==> src/rtl/pvc_pkg.sv <==
// Shared constants and types of the PAL video cycle stepper.
`default_nettype none
package pvc_pkg;
   localparam int MEM_DEPTH = 16384;
   localparam int MEM_AW = $clog2(MEM_DEPTH);
   localparam logic [8:0] LAST_LINE = 9'd311;
   localparam logic [6:0] HBLANK_START = 7'd70;
   localparam logic [6:0] HBLANK_END = 7'd11;
   localparam logic [8:0] VBLANK_END = 9'd9;
   localparam logic [8:0] VSYNC_FIRST = 9'd4;
   localparam logic [8:0] VSYNC_LAST = 9'd6;

   localparam logic [3:0] PH_OUTSIDE = 4'd0;
   localparam logic [3:0] PH_XMATCH = 4'd1;
   localparam logic [3:0] PH_YMATCH = 4'd2;
   localparam logic [3:0] PH_LINE = 4'd3;
   localparam logic [3:0] PH_DELAY1 = 4'd4;
   localparam logic [3:0] PH_DELAY2 = 4'd5;
   localparam logic [3:0] PH_DELAY5 = 4'd8;
   localparam logic [3:0] PH_SCREEN = 4'd9;
   localparam logic [3:0] PH_CHAR = 4'd10;

   localparam logic [1:0] SYNC_NONE = 2'd0;
   localparam logic [1:0] SYNC_HSYNC = 2'd1;
   localparam logic [1:0] SYNC_SHORT = 2'd2;
   localparam logic [1:0] SYNC_LONG = 2'd3;

   localparam logic [1:0] SLOT_BACK = 2'd0;
   localparam logic [1:0] SLOT_BORDER = 2'd1;
   localparam logic [1:0] SLOT_FORE = 2'd2;

   localparam logic [2:0] CSR_ORIGIN_X = 3'd0;
   localparam logic [2:0] CSR_ORIGIN_Y = 3'd1;
   localparam logic [2:0] CSR_COLUMNS = 3'd2;
   localparam logic [2:0] CSR_ROWS = 3'd3;
   localparam logic [2:0] CSR_TALL = 3'd4;
   localparam logic [2:0] CSR_SCREEN = 3'd5;
   localparam logic [2:0] CSR_COLOUR = 3'd6;
   localparam logic [2:0] CSR_CHAR = 3'd7;

   typedef struct packed {
      logic       mode;
      logic [3:0] border;
      logic [3:0] back;
      logic [3:0] aux;
      logic       normal;
   } item_type;

   typedef struct packed {
      logic [2:0] count;
      logic [3:0] a;
      logic [3:0] b;
      logic [3:0] c;
      logic [3:0] d;
      logic [1:0] sync;
      logic       odd;
      logic       porch;
      logic [8:0] line;
   } result_type;
endpackage
`default_nettype wire

==> src/rtl/pvc_core.sv <==
// Raster counters, fetch sequencer and pixel decode of the video stepper.
`default_nettype none
module pvc_core import pvc_pkg::*; (
   input  wire logic              clock,
   input  wire logic              reset,
   input  wire logic              csr_we,
   input  wire logic [2:0]        csr_index,
   input  wire logic [13:0]       csr_wdata,
   input  wire logic              fire,
   input  wire item_type          item,
   input  wire logic [7:0]        rd_data_a,
   input  wire logic [7:0]        rd_data_b,
   output logic [MEM_AW-1:0]      rd_addr_a,
   output logic [MEM_AW-1:0]      rd_addr_b,
   output result_type            result
);
   logic [6:0]  origin_x_ff, columns_ff;
   logic [8:0]  origin_y_ff;
   logic [5:0]  rows_ff;
   logic        tall_ff;
   logic [13:0] screen_base_ff, colour_base_ff, char_base_ff;

   logic [6:0]  hc_ff, hc_in;
   logic [8:0]  vc_ff, vc_in;
   logic [13:0] mc_ff, mc_in, ml_ff, ml_in;
   logic [7:0]  hcc_ff, hcc_in;
   logic [5:0]  vcc_ff, vcc_in;
   logic [3:0]  cd_ff, cd_in;
   logic [3:0]  ph_ff, ph_in;
   logic [7:0]  sc_ff, sc_in;
   logic [3:0]  cn_ff, cn_in;
   logic [2:0]  fg_ff, fg_in;
   logic [1:0]  slot_ff [8];
   logic [1:0]  slot_in [8];

   logic [13:0] char_off, screen_addr, colour_addr, char_addr;

   function automatic logic [3:0] colour_of(input logic [1:0] s, input item_type it,
                                            input logic [2:0] fg);
      logic [3:0] c;
      case (s)
         SLOT_BACK:   c = it.back;
         SLOT_BORDER: c = it.border;
         SLOT_FORE:   c = {1'b0, fg};
         default:     c = it.aux;
      endcase
      return c;
   endfunction

   // Addresses come from settled state, so the read data is ready on the cycle
   // after an item is taken.
   always_comb begin
      char_off = tall_ff ? {2'b00, sc_ff, 4'b0000} : {3'b000, sc_ff, 3'b000};
      screen_addr = screen_base_ff + mc_ff;
      colour_addr = colour_base_ff + mc_ff;
      char_addr = char_base_ff + char_off + {10'd0, cd_ff};
      rd_addr_a = MEM_AW'((ph_ff == PH_CHAR) ? char_addr : screen_addr);
      rd_addr_b = MEM_AW'(colour_addr);
   end

   always_comb begin
      logic       visible, shown;
      logic [3:0] last;
      logic [3:0] px [4];
      logic [2:0] n;
      logic [1:0] sync;
      logic       porch;
      logic       adv, xmatch;
      hc_in = hc_ff; vc_in = vc_ff; mc_in = mc_ff; ml_in = ml_ff;
      hcc_in = hcc_ff; vcc_in = vcc_ff; cd_in = cd_ff; ph_in = ph_ff;
      sc_in = sc_ff; cn_in = cn_ff; fg_in = fg_ff;
      for (int i = 0; i < 8; i++) slot_in[i] = slot_ff[i];
      for (int i = 0; i < 4; i++) px[i] = 4'd0;
      n = 3'd0; sync = SYNC_NONE; porch = 1'b0;
      adv = 1'b0; xmatch = 1'b0;
      last = tall_ff ? 4'd15 : 4'd7;
      visible = 1'b0; shown = 1'b0;
      if (item.mode) begin
         // Memory write: handled by the memory port, counters hold.
      end else if (hc_ff == 7'd0) begin
         for (int i = 0; i < 8; i++) slot_in[i] = SLOT_BORDER;
         if (vc_ff == LAST_LINE) begin
            vc_in = 9'd0; ph_in = PH_OUTSIDE; cd_in = 4'd0;
         end else begin
            vc_in = vc_ff + 9'd1;
         end
         adv = 1'b1; xmatch = 1'b1;
         if (vc_in == 9'd0 || vc_in > VBLANK_END) begin
            sync = SYNC_HSYNC;
         end else if (vc_in >= VSYNC_FIRST && vc_in <= VSYNC_LAST) begin
            sync = SYNC_LONG;
         end else begin
            sync = SYNC_SHORT;
         end
         hc_in = 7'd1;
      end else if (hc_ff == 7'd1) begin
         if (ph_in >= PH_SCREEN) ph_in = PH_LINE;
         if (cd_ff == last) begin
            cd_in = 4'd0;
            ml_in = mc_ff;
            if (vc_ff != 9'd0) begin
               vcc_in = vcc_ff - 6'd1;
               if (vcc_in == 6'd0) ph_in = PH_OUTSIDE;
            end
         end else if (ph_in >= PH_LINE) begin
            cd_in = cd_ff + 4'd1;
         end else if (vc_ff == origin_y_ff) begin
            ph_in = (ph_in == PH_XMATCH) ? PH_DELAY2 : PH_YMATCH;
         end
         if (ph_in == PH_XMATCH) ph_in = PH_OUTSIDE;
         else if (ph_in != PH_OUTSIDE && origin_x_ff == 7'd1) ph_in = PH_DELAY1;
         else if (ph_in == PH_DELAY1) ph_in = PH_DELAY2;
         hcc_in = {1'b0, columns_ff};
         mc_in = ml_in;
         hc_in = 7'd2;
      end else if (hc_ff == 7'd2) begin
         adv = 1'b1;
         if (vc_ff == 9'd0) vcc_in = rows_ff;
         hc_in = 7'd3;
      end else begin
         visible = (vc_ff == 9'd0) || (vc_ff > VBLANK_END);
         shown = hc_ff > HBLANK_END;
         if (!visible) begin
            adv = 1'b1;
            hc_in = (hc_ff == HBLANK_START) ? 7'd0 : hc_ff + 7'd1;
         end else if (hc_ff == HBLANK_START) begin
            n = 3'd2;
            if (ph_ff == PH_SCREEN) begin
               px[0] = colour_of(slot_ff[1], item, fg_ff);
               px[1] = colour_of(slot_ff[2], item, fg_ff);
               ph_in = (hcc_ff != 8'd0) ? PH_CHAR : PH_LINE;
               hcc_in = hcc_ff - 8'd1;
            end else if (ph_ff == PH_CHAR) begin
               px[0] = colour_of(slot_ff[5], item, fg_ff);
               px[1] = colour_of(slot_ff[6], item, fg_ff);
               mc_in = mc_ff + 14'd1;
               ph_in = PH_SCREEN;
            end else begin
               px[0] = item.border; px[1] = item.border;
               if (ph_ff >= PH_DELAY1 && ph_ff <= PH_DELAY5) ph_in = ph_ff + 4'd1;
            end
            porch = 1'b1;
            hc_in = 7'd0;
         end else begin
            if (ph_ff == PH_OUTSIDE) begin
               if (shown) begin
                  n = 3'd4;
                  for (int i = 0; i < 4; i++) px[i] = item.border;
               end
            end else if (ph_ff == PH_YMATCH || ph_ff == PH_LINE) begin
               if (shown) begin
                  n = 3'd4;
                  px[0] = colour_of(slot_ff[5], item, fg_ff);
                  px[1] = colour_of(slot_ff[6], item, fg_ff);
                  px[2] = colour_of(slot_ff[7], item, fg_ff);
                  px[3] = item.border;
               end
               if (hc_ff == origin_x_ff) ph_in = PH_DELAY1;
               for (int i = 0; i < 8; i++) slot_in[i] = SLOT_BORDER;
            end else if (ph_ff >= PH_DELAY1 && ph_ff <= PH_DELAY5) begin
               if (shown) begin
                  n = 3'd4;
                  for (int i = 0; i < 4; i++) px[i] = item.border;
               end else begin
                  for (int i = 1; i < 8; i++) slot_in[i] = SLOT_BORDER;
               end
               ph_in = ph_ff + 4'd1;
            end else if (ph_ff == PH_SCREEN) begin
               sc_in = rd_data_a;
               cn_in = rd_data_b[3:0];
               if (shown) begin
                  n = 3'd4;
                  for (int i = 0; i < 4; i++) px[i] = colour_of(slot_ff[i+1], item, fg_ff);
               end
               ph_in = (hcc_ff != 8'd0) ? PH_CHAR : PH_LINE;
               hcc_in = hcc_ff - 8'd1;
            end else if (ph_ff == PH_CHAR) begin
               if (shown) begin
                  n = 3'd4;
                  px[0] = colour_of(slot_ff[5], item, fg_ff);
                  px[1] = colour_of(slot_ff[6], item, fg_ff);
                  px[2] = colour_of(slot_ff[7], item, fg_ff);
               end
               // Character byte: hires bits, or bit pairs when colour bit 3 is set.
               if (!cn_ff[3]) begin
                  for (int i = 0; i < 8; i++)
                     slot_in[i] = (rd_data_a[7-i] == item.normal) ? SLOT_FORE : SLOT_BACK;
               end else begin
                  for (int i = 0; i < 4; i++) begin
                     slot_in[2*i] = rd_data_a[7-2*i -: 2];
                     slot_in[2*i+1] = rd_data_a[7-2*i -: 2];
                  end
               end
               fg_in = cn_ff[2:0];
               if (shown) px[3] = colour_of(slot_in[0], item, fg_in);
               mc_in = mc_ff + 14'd1;
               ph_in = PH_SCREEN;
            end
            hc_in = hc_ff + 7'd1;
         end
      end
      // Idle advance of the fetch sequencer on counts without pixel work.
      if (adv) begin
         if (ph_in == PH_OUTSIDE) begin
            if (xmatch && hc_ff == origin_x_ff) ph_in = PH_XMATCH;
         end else if (ph_in == PH_YMATCH || ph_in == PH_LINE) begin
            if (hc_ff == origin_x_ff) ph_in = PH_DELAY1;
         end else if (ph_in == PH_SCREEN) begin
            ph_in = (hcc_ff != 8'd0) ? PH_CHAR : PH_LINE;
            hcc_in = hcc_ff - 8'd1;
         end else if (ph_in == PH_CHAR) begin
            mc_in = mc_in + 14'd1;
            ph_in = PH_SCREEN;
         end else if (ph_in >= PH_DELAY1 && ph_in <= PH_DELAY5) begin
            ph_in = ph_in + 4'd1;
         end
      end
      // Long sync lines restart the matrix after the idle advance has run.
      if (sync == SYNC_LONG) begin
         ml_in = 14'd0; mc_in = 14'd0;
      end
      result.count = n;
      result.a = px[0]; result.b = px[1]; result.c = px[2]; result.d = px[3];
      result.sync = sync;
      result.odd = vc_in[0];
      result.porch = porch;
      result.line = vc_in;
   end

   always_ff @(posedge clock) begin
      if (reset) begin
         origin_x_ff <= 7'd0; origin_y_ff <= 9'd0; columns_ff <= 7'd22;
         rows_ff <= 6'd23; tall_ff <= 1'b0;
         screen_base_ff <= 14'd0; colour_base_ff <= 14'd0; char_base_ff <= 14'd0;
         hc_ff <= 7'd0; vc_ff <= LAST_LINE; mc_ff <= 14'd0; ml_ff <= 14'd0;
         hcc_ff <= 8'd0; vcc_ff <= 6'd0; cd_ff <= 4'd0; ph_ff <= PH_OUTSIDE;
         sc_ff <= 8'd0; cn_ff <= 4'd0; fg_ff <= 3'd0;
         for (int i = 0; i < 8; i++) slot_ff[i] <= SLOT_BACK;
      end else begin
         if (csr_we) begin
            unique case (csr_index)
               CSR_ORIGIN_X: origin_x_ff <= csr_wdata[6:0];
               CSR_ORIGIN_Y: origin_y_ff <= csr_wdata[8:0];
               CSR_COLUMNS:  columns_ff <= csr_wdata[6:0];
               CSR_ROWS:     rows_ff <= csr_wdata[5:0];
               CSR_TALL:     tall_ff <= csr_wdata[0];
               CSR_SCREEN:   screen_base_ff <= csr_wdata;
               CSR_COLOUR:   colour_base_ff <= csr_wdata;
               CSR_CHAR:     char_base_ff <= csr_wdata;
               default: ;
            endcase
         end
         if (fire) begin
            hc_ff <= hc_in; vc_ff <= vc_in; mc_ff <= mc_in; ml_ff <= ml_in;
            hcc_ff <= hcc_in; vcc_ff <= vcc_in; cd_ff <= cd_in; ph_ff <= ph_in;
            sc_ff <= sc_in; cn_ff <= cn_in; fg_ff <= fg_in;
            for (int i = 0; i < 8; i++) slot_ff[i] <= slot_in[i];
         end
      end
   end
endmodule
`default_nettype wire

==> config.mk <==
export PLATFORM = sky130hd
export DESIGN_NAME = pvc_core
export DESIGN_NICKNAME = d
export VERILOG_FILES = /design/src/rtl/pvc_pkg.sv /design/src/rtl/pvc_core.sv
export SDC_FILE = /design/constraint.sdc
export NUM_CORES = 1
export LEC_CHECK = 0
export ABC_CLOCK_PERIOD_IN_PS = 4600
export BUFFER_PORTS_ARGS = -buffer_cell sky130_fd_sc_hd__buf_2
export CAP_MARGIN = 20
export CORE_MARGIN = 2
export CORE_UTILIZATION = 55
export DETAILED_ROUTE_END_ITERATION = 8
export PLACE_DENSITY = 0.73
export SYNTH_ARGS = -nofsm -noshare
export SYNTH_HDL_FRONTEND = slang
export SYNTH_SLANG_ARGS = --single-unit
==> constraint.sdc <==
create_clock -name clock -period 4.6 [get_ports clock]
set_input_delay 0.23 -clock clock [delete_from_list [all_inputs] [get_ports clock]]
set_output_delay 0.23 -clock clock [all_outputs]
set_load 0.05 [all_outputs]
==> summary.md <==
| Metric | Value |
|---|---|
| Outcome | complete, no violations |
| Routed via count | 13110 |
| Util after Layout | 63.02% |
| CTS tree | built |
| Startpoint Class | register |
| Area of the multi-input gates | 8870 µm² |
| Seq cells post-synth | 164 |
| I/O Buffers | 105 |
| RSZ-0062 raised after global routing | false |
| Grt ovf | 0 |
| FF+latch area | 3393 µm² |
| Setup Slack @ Placement | 0.2988 ns |
| Ys async rst share | 0% |
| Area delta synth->final | 11.79% |
| Pwr/cell area | 260.0 nW/µm² |
| Clock skew | 0.01478 ns |
| Post-route setup TNS | 0 ns |
| Largest net degree at the start of global routing | 85 |
| Die Y | 156.8 µm |
| Global placement routability congestion | 0.9522 |
| Ys Warns | 0 |
| Period minus WS final | 4.301 ns |
| Nets | 1902 |
| Max-slew headroom at the worst pin | 28.70% |
| Max-slew violation count | 0 |
| Xor/xnor share of the synthesized area | 6.411% |
| Post-synth EDFFs | 11 |
| DRC Markers | 0 |
| Count of different cell masters after synthesis | 90 |
| Main synth FF type | dfxtp_1 |
| Power Total | 3733 µW |
| Fmax | 232.5 MHz |
| Core Footprint | 22780 µm² |
| Post-synthesis net count | 1831 |
| Max VDD drop | 0.1746 mV |
| Complex-gate fraction of the synthesized area | 21.79% |
| Total die area | 24590 µm² |
| Initial antenna violation count | 0 |
| Filler cells | 2025 |
| Final wirelength | 40190 µm |
| Clock Sinks | 164 |
| Most common cell after layout, fill and taps aside | nand2_1 |
| Type of the tightest min-delay check | in -> reg |
| Crit share post-route | 93.50% |
| Syn Inst Count | 1705 |
| Vias in the first global route | 11730 |
| Fraction of layout cells with a size suffix above 1 | 14.65% |
| Post-synthesis mux area share | 8.000% |
| WS Path Type | reg -> out |
| Critical path capture point type | primary output |
| Num rows | 55 |
| # IOs | 111 |
| CP Data Arrival Time | 4.07 ns |
| N_diodes | 0 |
| Worst-path maximum fanout | 10 |
| Register area share after synthesis | 26.43% |
| Initial Util | 56.37% |
| Gr usage total | 32.15% |
| CP Launch Point | tall_ff$_SDFFE_PP0P_ |
| Reg2Reg Launch Point | hc_ff[1]$_SDFFE_PP0P_ |
| First-pass GRT wire length | 62430 µm |
| Post-Synth Adder-Cell Area | 7.542% |
| Hold path cells | 3 |
| Avg Cell Area, Syn | 7.531 µm² |
| Worst Reg-to-Reg Cells | 19 |
| Leakage | 0.005797 µW |
| Hold_sp | rd_data_b[0] |
| Setup WS post-layout | 0.2988 ns |
| Post-Synth Simple-Gate Area | 25.02% |
| Detailed Place HPWL | 29780 µm |
| Post-route ant nets | 0 |
| Largest family of logic cells by synthesized area | simple AND/OR/NAND/NOR gates |
| Synthesized cell area | 12840 µm² |
| Worst Path Required | 4.37 ns |
| H-tree levels | 4 |
| DRT Pass-1 Iters | 6 |
| Root buffer cell | clkbuf_16 |
| Commonest non-fill, non-tap cells in the layout | nand2_1, nor2_1, a21oi_1, dfxtp_1, buf_2 |
| Die width | 156.8 µm |
| Maximum capacitance violations | 0 |
| DRT iter0 DRCs | 1244 |
| Final hold viol count | 0 |
| Vias per inst | 6.236 |
| Clk_lat worst skew | 0.44 ns |
| Final setup viols | 0 |
| Clk pin slew, worst setup/hold paths | 0.07 ns |
| Clock Tree Buf Depth | 2 |
| Slew at the pin with the worst max-slew slack | 1.066 ns |
| Cts bufs inserted | 17 |
| Wire per inst | 19.12 µm |
## path summary, 6_finish.rpt
kind,slack (ns),endpoint
setup / recovery,0.30,rd_addr_a[13]
hold / removal,0.03,cn_ff[0]$_SDFFE_PP0P_
setup reg to reg,0.33,mc_ff[13]$_SDFFE_PP0P_
hold reg to reg,0.46,vcc_ff[0]$_SDFFE_PP0P_
## flip-flops by register name (all words and copies together) (netlist names), 7 cells and up
register	flops
char_base_ff	14
mc_ff	14
origin_x_ff	7
colour_base_ff	14
slot_ff	11
vc_ff	9
sc_ff	8
origin_y_ff	9
hc_ff	7
ml_ff	14
screen_base_ff	14
hcc_ff	8
columns_ff	7
## logic make-up (layout without fill, tap and decap cells)
kind of cell / after synthesis / in the layout
flops: 164 / 164
mux: 75 / 75
fa+ha+maj: 75 / 75
buf+inv: 151 / 235
simple gates: 697 / 697
other cells: 1 / 1
compound gates: 448 / 448
xor+xnor: 94 / 94
## per-layer routing
metal / global-route usage (%) / share of wire [%]
met1: 43.89 / 42
met2: 51.07 / 45
met3: 5.096 / 8.8
met4: 12.32 / 3.5
met5: 0 / 0
## through the flow
stage | instance area [µm²] | instances | hold WS (ns)
floorplan | 12840 | 1705 | 0.3540
global placement | 13730 | 2069 | 0.4439
detailed placement | 13730 | 2069 | 0.4487
CTS | 14320 | 2101 | 0.02365
global route | 14360 | 2102 | 0.02560
finish | 14360 | 2102 | 0.02878
## synth_stat cells (all sizes together) (5+ instances only)
library cell | count | share of area (%)
mux2i | 43 | 3.4
or2 | 9 | 0.44
a31oi | 21 | 1.0
a221oi | 5 | 0.44
nand2b | 20 | 0.97
a211oi | 14 | 0.82
a21boi | 6 | 0.35
o211ai | 10 | 0.58
a311oi | 6 | 0.41
nand2 | 247 | 7.2
o21a | 12 | 0.70
o31ai | 6 | 0.35
mux2 | 11 | 0.96
buf | 30 | 1.2
a21o | 12 | 0.70
ha | 71 | 6.9
mux4 | 21 | 3.7
nor3 | 51 | 2.1
inv | 39 | 1.1
o21ai | 110 | 4.3
edfxtp | 11 | 2.6
a21oi | 156 | 6.1
xnor2 | 61 | 4.2
and3 | 20 | 0.97
nor3b | 6 | 0.39
nand3 | 54 | 2.1
o22ai | 12 | 0.58
nand4 | 14 | 0.68
or3 | 6 | 0.29
nor2b | 18 | 0.88
xor2 | 33 | 2.3
a22oi | 22 | 1.3
clkbuf | 81 | 2.4
nor2 | 209 | 6.1
nor4 | 11 | 0.63
and2 | 11 | 0.54
nand4b | 5 | 0.46
dfxtp | 153 | 24
## cell type report
cell class,instances,share of cell area (%)
clock buffers,17,2.963
clock inverters,15,1.124
inverters,40,1.046
multi-input cells,1390,61.79
flip-flops and latches,164,23.64
well taps,313,2.728
repair buffers,163,6.711
## power breakdown
part / switching, µW / internal, µW / total (µW)
Sequential: 54.1 / 1470 / 1520
Combinational: 508 / 272 / 781
Clock: 701 / 729 / 1430
## critical path, stage by stage, from the launching register on
cell	delay (ns)
dfxtp_1	0.33
buf_4	0.18
nor2b_1	0.14
fa_1	0.43
ha_1	0.34
a21o_1	0.19
a21oi_1	0.22
nor2b_1	0.08
o21a_1	0.18
o311a_1	0.31
o21a_1	0.20
o21a_1	0.19
o41a_1	0.32
xnor2_1	0.13
mux2i_1	0.12
buf_2	0.28
## what timing repair did
action | in CTS | in global routing
endpoints found under the setup margin | 0 | 8
gates resized for setup | 0 | 6
setup buffers | 0 | 1
hold buffers | 0 | 0
endpoints found under the hold margin | 0 | 0
No activity file was read; power rests on OpenSTA's default activity.
